[config.mk]
export PLATFORM = sky130hd
export DESIGN_NAME = canonical_line_from_points_core
export DESIGN_NICKNAME = d
export VERILOG_FILES = /design/src/sv/clfp_pkg.sv /design/src/sv/clfp_gcd.sv /design/src/sv/clfp_div.sv /design/src/sv/clfp_dp.sv /design/src/sv/clfp_ctrl.sv /design/src/sv/canonical_line_from_points_core.sv
export SDC_FILE = /design/constraint.sdc
export NUM_CORES = 2
export LEC_CHECK = 0
export BUFFER_PORTS_ARGS = -buffer_cell sky130_fd_sc_hd__buf_2
export CORE_UTILIZATION = 38
export DETAILED_ROUTE_END_ITERATION = 10
export MAX_ROUTING_LAYER = met4
export PLACE_DENSITY = 0.59
export SETUP_SLACK_MARGIN = 0.15
export SLEW_MARGIN = 20
export SYNTH_ARGS = -nofsm -noshare
export SYNTH_HDL_FRONTEND = slang
export SYNTH_SLANG_ARGS = --single-unit
[constraint.sdc]
create_clock -name clk_i -period 15.95 [get_ports clk_i]
set_clock_uncertainty 0.2 [all_clocks]
set_input_delay 1.595 -clock clk_i [delete_from_list [all_inputs] [get_ports clk_i]]
set_output_delay 1.595 -clock clk_i [all_outputs]
set_load 0.05 [all_outputs]
[src/sv/clfp_pkg.sv]
// Shared types for the canonical line core: controller/datapath command and
// status bundles and the divider operand select. No dependencies.
package clfp_pkg;

  // Which coefficient the serial divider is working on
  typedef enum logic [1:0] {
    SEL_A,
    SEL_B,
    SEL_C
  } div_sel_e;

  typedef struct packed {
    logic      load;       // capture the point coordinates
    logic      mul;        // form both cross products and the differences a and b
    logic      diff;       // form c from the products
    logic      flip;       // sign normalize, split into magnitude and sign
    logic      g1_start;   // gcd(|a|, |b|)
    logic      g2_start;   // gcd(previous, |c|)
    logic      div_start;  // launch serial divide of the selected magnitude
    logic      div_wait;   // waiting on the divider, store quotient on done
    div_sel_e  div_sel;
    logic      emit;       // load the result registers
  } dp_cmd_t;

  typedef struct packed {
    logic degen;     // both points coincide
    logic gcd_done;
    logic div_done;
  } dp_sts_t;

endpackage

[src/sv/clfp_gcd.sv]
// Iterative binary gcd unit, one Stein step per cycle.
// Standalone; no package dependency.
module clfp_gcd #(
  parameter int W = 32
) (
  input  logic         clk_i,
  input  logic         rst_ni,
  input  logic         start_i,
  input  logic [W-1:0] u_i,
  input  logic [W-1:0] v_i,
  output logic         done_o,
  output logic [W-1:0] g_o
);

  localparam int KW = $clog2(W + 1);

  logic [W-1:0]  u_q, v_q, g_q;
  logic [KW-1:0] k_q;
  logic          run_q, done_q;
  logic          finish;
  logic [W-1:0]  fin_val;

  // Done when one side is zero or both match; the common factor of two is in k
  assign finish  = run_q && ((u_q == '0) || (v_q == '0) || (u_q == v_q));
  assign fin_val = (u_q == '0) ? v_q : u_q;

  always_ff @(posedge clk_i or negedge rst_ni) begin
    if (!rst_ni) begin
      run_q  <= 1'b0;
      done_q <= 1'b0;
    end else begin
      done_q <= finish && !start_i;
      if (start_i) begin
        run_q <= 1'b1;
      end else if (finish) begin
        run_q <= 1'b0;
      end
    end
  end

  always_ff @(posedge clk_i) begin
    if (start_i) begin
      u_q <= u_i;
      v_q <= v_i;
      k_q <= '0;
    end else if (run_q && !finish) begin
      priority if (!u_q[0] && !v_q[0]) begin
        u_q <= u_q >> 1;
        v_q <= v_q >> 1;
        k_q <= k_q + KW'(1);
      end else if (!u_q[0]) begin
        u_q <= u_q >> 1;
      end else if (!v_q[0]) begin
        v_q <= v_q >> 1;
      end else if (u_q > v_q) begin
        u_q <= u_q - v_q;
      end else begin
        v_q <= v_q - u_q;
      end
    end
    if (finish) begin
      g_q <= fin_val << k_q;
    end
  end

  assign done_o = done_q;
  assign g_o    = g_q;

endmodule

[src/sv/clfp_div.sv]
// Restoring serial divider, one quotient bit per cycle.
// Standalone; no package dependency.
module clfp_div #(
  parameter int W = 32
) (
  input  logic         clk_i,
  input  logic         rst_ni,
  input  logic         start_i,
  input  logic [W-1:0] dividend_i,
  input  logic [W-1:0] divisor_i,
  output logic         done_o,
  output logic [W-1:0] quot_o
);

  localparam int CNTW = $clog2(W + 1);

  logic [W-1:0]    rem_q, quo_q, d_q;
  logic [CNTW-1:0] cnt_q;
  logic            run_q, done_q;
  logic [W:0]      trial;
  logic [W+1:0]    diff;
  logic            fits;
  logic            last;

  assign trial = {rem_q, quo_q[W-1]};
  assign diff  = {1'b0, trial} - {2'b00, d_q};
  assign fits  = !diff[W+1];
  assign last  = run_q && (cnt_q == CNTW'(1));

  always_ff @(posedge clk_i or negedge rst_ni) begin
    if (!rst_ni) begin
      run_q  <= 1'b0;
      done_q <= 1'b0;
      cnt_q  <= '0;
    end else begin
      done_q <= last && !start_i;
      if (start_i) begin
        run_q <= 1'b1;
        cnt_q <= CNTW'(W);
      end else if (run_q) begin
        cnt_q <= cnt_q - CNTW'(1);
        if (last) begin
          run_q <= 1'b0;
        end
      end
    end
  end

  // Dividend shifts out of quo_q as quotient bits shift in
  always_ff @(posedge clk_i) begin
    if (start_i) begin
      rem_q <= '0;
      quo_q <= dividend_i;
      d_q   <= divisor_i;
    end else if (run_q) begin
      rem_q <= fits ? diff[W-1:0] : trial[W-1:0];
      quo_q <= {quo_q[W-2:0], fits};
    end
  end

  assign done_o = done_q;
  assign quot_o = quo_q;

endmodule

[src/sv/clfp_dp.sv]
// Datapath: point registers, cross products, sign normalization, gcd and
// divider units, result registers. Uses clfp_pkg, clfp_gcd, clfp_div.
module clfp_dp #(
  parameter int CW = 16
) (
  input  logic                  clk_i,
  input  logic                  rst_ni,
  input  logic signed [CW-1:0]  first_x_i,
  input  logic signed [CW-1:0]  first_y_i,
  input  logic signed [CW-1:0]  second_x_i,
  input  logic signed [CW-1:0]  second_y_i,
  input  clfp_pkg::dp_cmd_t     cmd_i,
  output clfp_pkg::dp_sts_t     sts_o,
  output logic        [CW-1:0]  coef_a_o,
  output logic signed [CW:0]    coef_b_o,
  output logic signed [2*CW:0]  coef_c_o,
  output logic                  degenerate_o
);

  localparam int GW = 2 * CW;

  logic signed [CW-1:0] x1_q, y1_q, x2_q, y2_q;
  logic signed [GW-1:0] p1_q, p2_q;
  logic signed [CW:0]   a_q, b_q;
  logic signed [GW:0]   c_q;
  logic [CW-1:0]        ma_q, mb_q, qa_q, qb_q;
  logic [GW-1:0]        mc_q, qc_q;
  logic                 sb_q, sc_q;

  logic                 degen, neg;
  logic signed [CW:0]   abs_a, abs_b;
  logic signed [GW:0]   abs_c;
  logic                 gcd_start, gcd_done, div_done;
  logic [GW-1:0]        gcd_u, gcd_v, gcd_g, div_n, quot;
  logic signed [CW:0]   qb_s;
  logic signed [GW:0]   qc_s;

  assign degen = (a_q == '0) && (b_q == '0);
  // Canonical sign: a > 0, or a == 0 and b > 0
  assign neg   = a_q[CW] || ((a_q == '0) && b_q[CW]);
  assign abs_a = a_q[CW] ? -a_q : a_q;
  assign abs_b = b_q[CW] ? -b_q : b_q;
  assign abs_c = c_q[GW] ? -c_q : c_q;

  assign gcd_start = cmd_i.g1_start || cmd_i.g2_start;
  assign gcd_u     = cmd_i.g2_start ? gcd_g : GW'(ma_q);
  assign gcd_v     = cmd_i.g2_start ? mc_q  : GW'(mb_q);

  always_comb begin
    unique case (cmd_i.div_sel)
      clfp_pkg::SEL_A: div_n = GW'(ma_q);
      clfp_pkg::SEL_B: div_n = GW'(mb_q);
      clfp_pkg::SEL_C: div_n = mc_q;
      default:         div_n = '0;
    endcase
  end

  assign qb_s = $signed({1'b0, qb_q});
  assign qc_s = $signed({1'b0, qc_q});

  clfp_gcd #(.W(GW)) u_gcd (
    .clk_i   (clk_i),
    .rst_ni  (rst_ni),
    .start_i (gcd_start),
    .u_i     (gcd_u),
    .v_i     (gcd_v),
    .done_o  (gcd_done),
    .g_o     (gcd_g)
  );

  clfp_div #(.W(GW)) u_div (
    .clk_i      (clk_i),
    .rst_ni     (rst_ni),
    .start_i    (cmd_i.div_start),
    .dividend_i (div_n),
    .divisor_i  (gcd_g),
    .done_o     (div_done),
    .quot_o     (quot)
  );

  always_ff @(posedge clk_i) begin
    if (cmd_i.load) begin
      x1_q <= first_x_i;
      y1_q <= first_y_i;
      x2_q <= second_x_i;
      y2_q <= second_y_i;
    end
    if (cmd_i.mul) begin
      p1_q <= GW'(x1_q) * GW'(y2_q);
      p2_q <= GW'(x2_q) * GW'(y1_q);
      a_q  <= (CW+1)'(y1_q) - (CW+1)'(y2_q);
      b_q  <= (CW+1)'(x2_q) - (CW+1)'(x1_q);
    end
    if (cmd_i.diff) begin
      c_q <= (GW+1)'(p1_q) - (GW+1)'(p2_q);
    end
    if (cmd_i.flip) begin
      ma_q <= abs_a[CW-1:0];
      mb_q <= abs_b[CW-1:0];
      mc_q <= abs_c[GW-1:0];
      sb_q <= b_q[CW] ^ neg;
      sc_q <= c_q[GW] ^ neg;
    end
    if (cmd_i.div_wait && div_done) begin
      unique case (cmd_i.div_sel)
        clfp_pkg::SEL_A: qa_q <= quot[CW-1:0];
        clfp_pkg::SEL_B: qb_q <= quot[CW-1:0];
        clfp_pkg::SEL_C: qc_q <= quot;
        default: ;
      endcase
    end
    if (cmd_i.emit) begin
      if (degen) begin
        coef_a_o     <= '0;
        coef_b_o     <= '0;
        coef_c_o     <= '0;
        degenerate_o <= 1'b1;
      end else begin
        coef_a_o     <= qa_q;
        coef_b_o     <= sb_q ? -qb_s : qb_s;
        coef_c_o     <= sc_q ? -qc_s : qc_s;
        degenerate_o <= 1'b0;
      end
    end
  end

  assign sts_o.degen    = degen;
  assign sts_o.gcd_done = gcd_done;
  assign sts_o.div_done = div_done;

endmodule

[src/sv/clfp_ctrl.sv]
// Sequencer for the canonical line core: steps the datapath through
// products, normalization, two gcd runs and three divides. Uses clfp_pkg.
module clfp_ctrl (
  input  logic              clk_i,
  input  logic              rst_ni,
  input  logic              start,
  output logic              busy,
  output logic              done_o,
  input  clfp_pkg::dp_sts_t sts_i,
  output clfp_pkg::dp_cmd_t cmd_o
);

  typedef enum logic [3:0] {
    S_IDLE,
    S_MUL,
    S_DIFF,
    S_FLIP,
    S_G1,
    S_G1W,
    S_G2,
    S_G2W,
    S_DIV,
    S_DIVW,
    S_EMIT
  } state_e;

  state_e             state_q;
  clfp_pkg::div_sel_e sel_q;
  logic               done_q;

  always_ff @(posedge clk_i or negedge rst_ni) begin
    if (!rst_ni) begin
      state_q <= S_IDLE;
      sel_q   <= clfp_pkg::SEL_A;
      done_q  <= 1'b0;
    end else begin
      done_q <= 1'b0;
      unique case (state_q)
        S_IDLE: if (start) state_q <= S_MUL;
        S_MUL:  state_q <= S_DIFF;
        S_DIFF: state_q <= S_FLIP;
        S_FLIP: state_q <= sts_i.degen ? S_EMIT : S_G1;
        S_G1:   state_q <= S_G1W;
        S_G1W:  if (sts_i.gcd_done) state_q <= S_G2;
        S_G2:   state_q <= S_G2W;
        S_G2W: begin
          if (sts_i.gcd_done) begin
            sel_q   <= clfp_pkg::SEL_A;
            state_q <= S_DIV;
          end
        end
        S_DIV:  state_q <= S_DIVW;
        S_DIVW: begin
          if (sts_i.div_done) begin
            unique case (sel_q)
              clfp_pkg::SEL_A: begin
                sel_q   <= clfp_pkg::SEL_B;
                state_q <= S_DIV;
              end
              clfp_pkg::SEL_B: begin
                sel_q   <= clfp_pkg::SEL_C;
                state_q <= S_DIV;
              end
              default: state_q <= S_EMIT;
            endcase
          end
        end
        S_EMIT: begin
          done_q  <= 1'b1;
          state_q <= S_IDLE;
        end
        default: state_q <= S_IDLE;
      endcase
    end
  end

  always_comb begin
    cmd_o           = '0;
    cmd_o.div_sel   = sel_q;
    cmd_o.load      = (state_q == S_IDLE) && start;
    cmd_o.mul       = (state_q == S_MUL);
    cmd_o.diff      = (state_q == S_DIFF);
    cmd_o.flip      = (state_q == S_FLIP);
    cmd_o.g1_start  = (state_q == S_G1);
    cmd_o.g2_start  = (state_q == S_G2);
    cmd_o.div_start = (state_q == S_DIV);
    cmd_o.div_wait  = (state_q == S_DIVW);
    cmd_o.emit      = (state_q == S_EMIT);
  end

  assign busy   = (state_q != S_IDLE);
  assign done_o = done_q;

endmodule

[src/sv/canonical_line_from_points_core.sv]
// Canonical line core, top level: joins the sequencer and the datapath.
// Uses clfp_pkg, clfp_ctrl, clfp_dp (which holds clfp_gcd and clfp_div).
//
// Usage:
//   Drive the four point coordinates and raise start while busy is low; the
//   item is taken at that clock edge. busy stays high until the result is out.
//   The result (coef_a_o, coef_b_o, coef_c_o, degenerate_o) appears with
//   done_o high for exactly one cycle; the receiver must take it then, it
//   cannot hold the core off. The result ports keep their value until the
//   next done_o. busy drops in the done_o cycle, so start may be raised then.
// Sequencing, one item at a time:
//   The edge that takes the result is also the earliest edge for the next
//   item. The two binary gcd runs take a data dependent number of Stein steps,
//   one Stein step per cycle. The three restoring divides by the gcd produce
//   one quotient bit per cycle on a 2*COORD_BITS wide dividend. Coincident
//   points skip the gcd and divides and finish with degenerate_o set.
// Reset:
//   rst_ni low returns the sequencer to idle; no clearing pass is needed.
module canonical_line_from_points_core #(
  parameter int COORD_BITS = 16
) (
  input  logic                          clk_i,
  input  logic                          rst_ni,
  input  logic                          start,
  output logic                          busy,
  input  logic signed [COORD_BITS-1:0]  first_x_i,
  input  logic signed [COORD_BITS-1:0]  first_y_i,
  input  logic signed [COORD_BITS-1:0]  second_x_i,
  input  logic signed [COORD_BITS-1:0]  second_y_i,
  output logic                          done_o,
  output logic        [COORD_BITS-1:0]  coef_a_o,
  output logic signed [COORD_BITS:0]    coef_b_o,
  output logic signed [2*COORD_BITS:0]  coef_c_o,
  output logic                          degenerate_o
);

  clfp_pkg::dp_cmd_t cmd;
  clfp_pkg::dp_sts_t sts;

  // Sequencer: one state per datapath step, waits on gcd and divider done
  clfp_ctrl u_ctrl (
    .clk_i  (clk_i),
    .rst_ni (rst_ni),
    .start  (start),
    .busy   (busy),
    .done_o (done_o),
    .sts_i  (sts),
    .cmd_o  (cmd)
  );

  // Datapath: a = y1 - y2, b = x2 - x1, c = x1*y2 - x2*y1, sign fix,
  // g = gcd(gcd(|a|,|b|),|c|), then each magnitude divided by g
  clfp_dp #(.CW(COORD_BITS)) u_dp (
    .clk_i        (clk_i),
    .rst_ni       (rst_ni),
    .first_x_i    (first_x_i),
    .first_y_i    (first_y_i),
    .second_x_i   (second_x_i),
    .second_y_i   (second_y_i),
    .cmd_i        (cmd),
    .sts_o        (sts),
    .coef_a_o     (coef_a_o),
    .coef_b_o     (coef_b_o),
    .coef_c_o     (coef_c_o),
    .degenerate_o (degenerate_o)
  );

  // Result strobe falls in an idle cycle and is never held high
  a_done_idle: assert property (@(posedge clk_i) disable iff (!rst_ni)
    done_o |-> !busy) else $error("done_o while busy");

  a_done_pulse: assert property (@(posedge clk_i) disable iff (!rst_ni)
    done_o |=> !done_o) else $error("done_o held two cycles");

  // A taken item keeps the core busy on the next cycle
  a_take_busy: assert property (@(posedge clk_i) disable iff (!rst_ni)
    (start && !busy) |=> busy) else $error("item taken but not busy");

  // Coincident points give all zero coefficients
  a_degen_zero: assert property (@(posedge clk_i) disable iff (!rst_ni)
    (done_o && degenerate_o) |-> ((coef_a_o == '0) && (coef_b_o == '0)
                                  && (coef_c_o == '0)))
    else $error("degenerate result with nonzero coefficients");

  // Canonical sign: when a is zero, b must be strictly positive
  a_sign_b: assert property (@(posedge clk_i) disable iff (!rst_ni)
    (done_o && !degenerate_o && (coef_a_o == '0)) |-> (coef_b_o > 0))
    else $error("coef_b not positive with zero coef_a");

endmodule
==> impl_metrics.yaml <==
clocking:
  cts_root_buf: "clkbuf_16"
  clk_pin_slew_worst_paths_ns: 0.06
  h-tree-depth: 3
  clock_path_buffers: 3
  cts_tree: "done"
  postCtsSetupRepairBufs: 0
  cts-resized-gates: 0
  cts_sinks: 607
  ctsHoldBuffers: 0
  clock_latency_ns: 0.70
  cts-buffers-inserted: 76
logic_synthesis:
  seq_area_frac_synth_pct: 33.4
  synthesis.area_um2: 53200
  ys_ff_latch: 607
  synth-simple-area-share_pct: 12.1
  synth_common_cells: "inv_1, edfxtp_1, fa_1"
  synth_most_common_cell: "inv_1"
  synth_top_area_share_pct: 31.1
  ys_types: 96
  synth-xor-area-share_pct: 5.17
  syn_avg_cell_area_um2: 10.1
  synth-async-reset-ratio_pct: 2.80
  synth_compound_area_share_pct: 11.3
  synthAdderAreaFrac_pct: 27.8
  yosysTopAreaCell: "edfxtp_1"
  synth_top_family_by_area: "adder cells"
  synth.area.top_cells: "edfxtp_1, fa_1, ha_1"
  syn-num-nets: 6178
  syn_inst: 5248
  synth.area.mux_share_pct: 3.02
  ys.flop_type: "edfxtp_1"
  synth_edf_count: 552
  ys_warn_count: 0
floorplanning:
  dieArea_um2: 142000
  ios: 136
  die_h_um: 376
  initial_core_util_pct: 38.5
  core-area_um2: 138000
  fp-row-count: 136
  die_x_um: 376
route:
  wl_mm: 148
  avgRoutedWirePerCell_um: 20.6
  drt_pre_antenna_iters: 6
  first_iter_violations: 3140
  remaining_drc_errors: 0
  postRouteAntennaNets: 0
  vias: 38000
  avgViaCountPerCell: 5.26
grt:
  antenna_found_initial: 2
  grt_pass1_vias: 38400
  grt-ovfl-total: 0
  grt_max_degree: 90
  grtUsageTotal_pct: 21.8
  grt_pass1_wl_mm: 230
critical_path:
  cp-start-kind: "flip-flop"
  criticalPathCategory: "flip-flop to flip-flop"
  cp_max_fo: 10
  cp_data_required_time_ns: 16.15
  worstPathArrival_ns: 7.53
  end_kind: "flip-flop"
timing:
  fmax_mhz: 136
  setup_tns_ns: 0
  setup_violations: 0
  final_hold_viol_count: 0
  maxSlewHeadroom_pct: 23.1
  worst_pin_slew_ns: 1.15
  period_share_pct: 46.0
  final.min_clock_period_ns: 7.33
  grt_setup_unrepaired: "false"
  final_max_slew_viol_count: 0
flow_run:
  drv_cap: 0
placement:
  routabilityCongestion: 0.975
  dp_hpwl_mm: 117
  portBuffers: 135
layout:
  drive_above_1_share_pct: 6.84
  nets: 6218
  syn_to_final_growth_pct: 9.41
hold_path:
  hold_class: "flip-flop to flip-flop"
run_status:
  status: "finished clean"
cell families after synthesis:
group,count (synthesis)
AO/OA/AOI/OAI,927
XOR/XNOR,314
adder cells (fa/ha/maj),863
buffers and inverters,1013
flip-flops,607
multiplexers,156
AND/OR/NAND/NOR,1368
path summary, 6_finish.rpt:
check	end	depth (start not counted)	slack [ns]	from
max	u_dp.p1_q[31]$_DFFE_PN_	22	8.62	u_dp.y2_q[3]$_DFFE_PP_
max reg2reg	u_dp.p1_q[31]$_DFFE_PN_	22	8.62	u_dp.y2_q[3]$_DFFE_PP_
max in group asynchronous	u_ctrl.state_q[1]$_DFFE_PN0P_	1	14.39	rst_ni
min in group asynchronous	u_ctrl.done_o$_DFF_PN0_	1	0.71	rst_ni
min reg2reg	u_dp.qc_q[29]$_DFFE_PP_	0	0.25	u_dp.u_div.quot_o[29]$_DFFE_PP_
min	u_dp.qc_q[29]$_DFFE_PP_	0	0.25	u_dp.u_div.quot_o[29]$_DFFE_PP_
placed cells by master, fill, tap and decap left out, drive strengths merged, types with 34 or more instances in the layout:
master    n
nand3    71
a21oi   278
edfxtp  552
or3      34
o21bai   35
a221oi   36
xnor2   214
fa      530
clkinv   34
a22oi    34
nand2   431
nor2    403
ha      333
dfxtp    38
nor2b    49
mux2i   139
clkbuf   97
nand2b   48
buf     168
a21o    109
nor3     46
inv     805
xor2    100
o21ai   208
and2    158
sequential cells by signal, indices dropped and copies added, names as in the netlist, 17 cells and up:
signal and cells:
u_dp.u_div.rem_q 32, u_dp.coef_b_o 17, u_dp.qc_q 32, u_dp.b_q 17
u_dp.u_div.d_q 32, u_dp.coef_c_o 33, u_dp.mc_q 32, u_dp.u_gcd.u_q 32
u_dp.a_q 17, u_dp.u_div.quot_o 32, u_dp.p1_q 32, u_dp.u_gcd.g_o 32
u_dp.p2_q 32, u_dp.u_gcd.v_q 32, u_dp.c_q 33
stage by stage:
step           std cells  hold WS (ns)  area [um^2]  utilization (%)  setup slack (ns)
3_5_place_dp        7073         0.234        55700             40.3              8.70
3_3_place_gp        7073         0.231        55700             40.3              8.81
6_report            7213         0.245        58200             42.1              8.62
5_1_grt             7212         0.260        58200             42.1              8.33
2_1_floorplan       5248         0.226        53200                -              3.83
4_1_cts             7212         0.247        58200             42.1              8.68
critical path, stage by stage (launching register included):
cell and delay, ns:
edfxtp_1 0.60, clkinv_1 0.56, nor2_1 0.33, fa_1 0.46, inv_1 0.09, fa_1 0.42
fa_1 0.51, inv_1 0.05, fa_1 0.49, fa_1 0.49, inv_1 0.05, fa_1 0.47
inv_1 0.04, ha_1 0.38, nand2_1 0.11, a2111o_1 0.35, a31oi_1 0.43, a41oi_1 0.24
o21ai_0 0.21, a21o_1 0.20, a221o_1 0.16, a21oi_1 0.07, xnor2_1 0.14
final cells by class:
type	instances	area [um^2]
well taps	1863	2330
clock buffers	97	2000
clock inverters	42	531
flip-flops and latches	607	17800
inverters	807	3030
multi-input cells	3628	31600
fillers	13400	79900
repair buffers	168	923
diodes	1	2.50
metal layers:
layer	global-route usage [%]	routed length, um	part of all wire [%]	vias up
met5	-	0	0	-
met4	6.83	4950	3.3	0
met3	2.55	7640	5.1	263
met2	34.1	68800	46	1144
met1	29.5	67100	45	18900
li1	-	-	-	17600
Power is left out: the tool's default activity adds up to more than one toggle a clock period on the data nets, which glitch-free logic cannot reach.
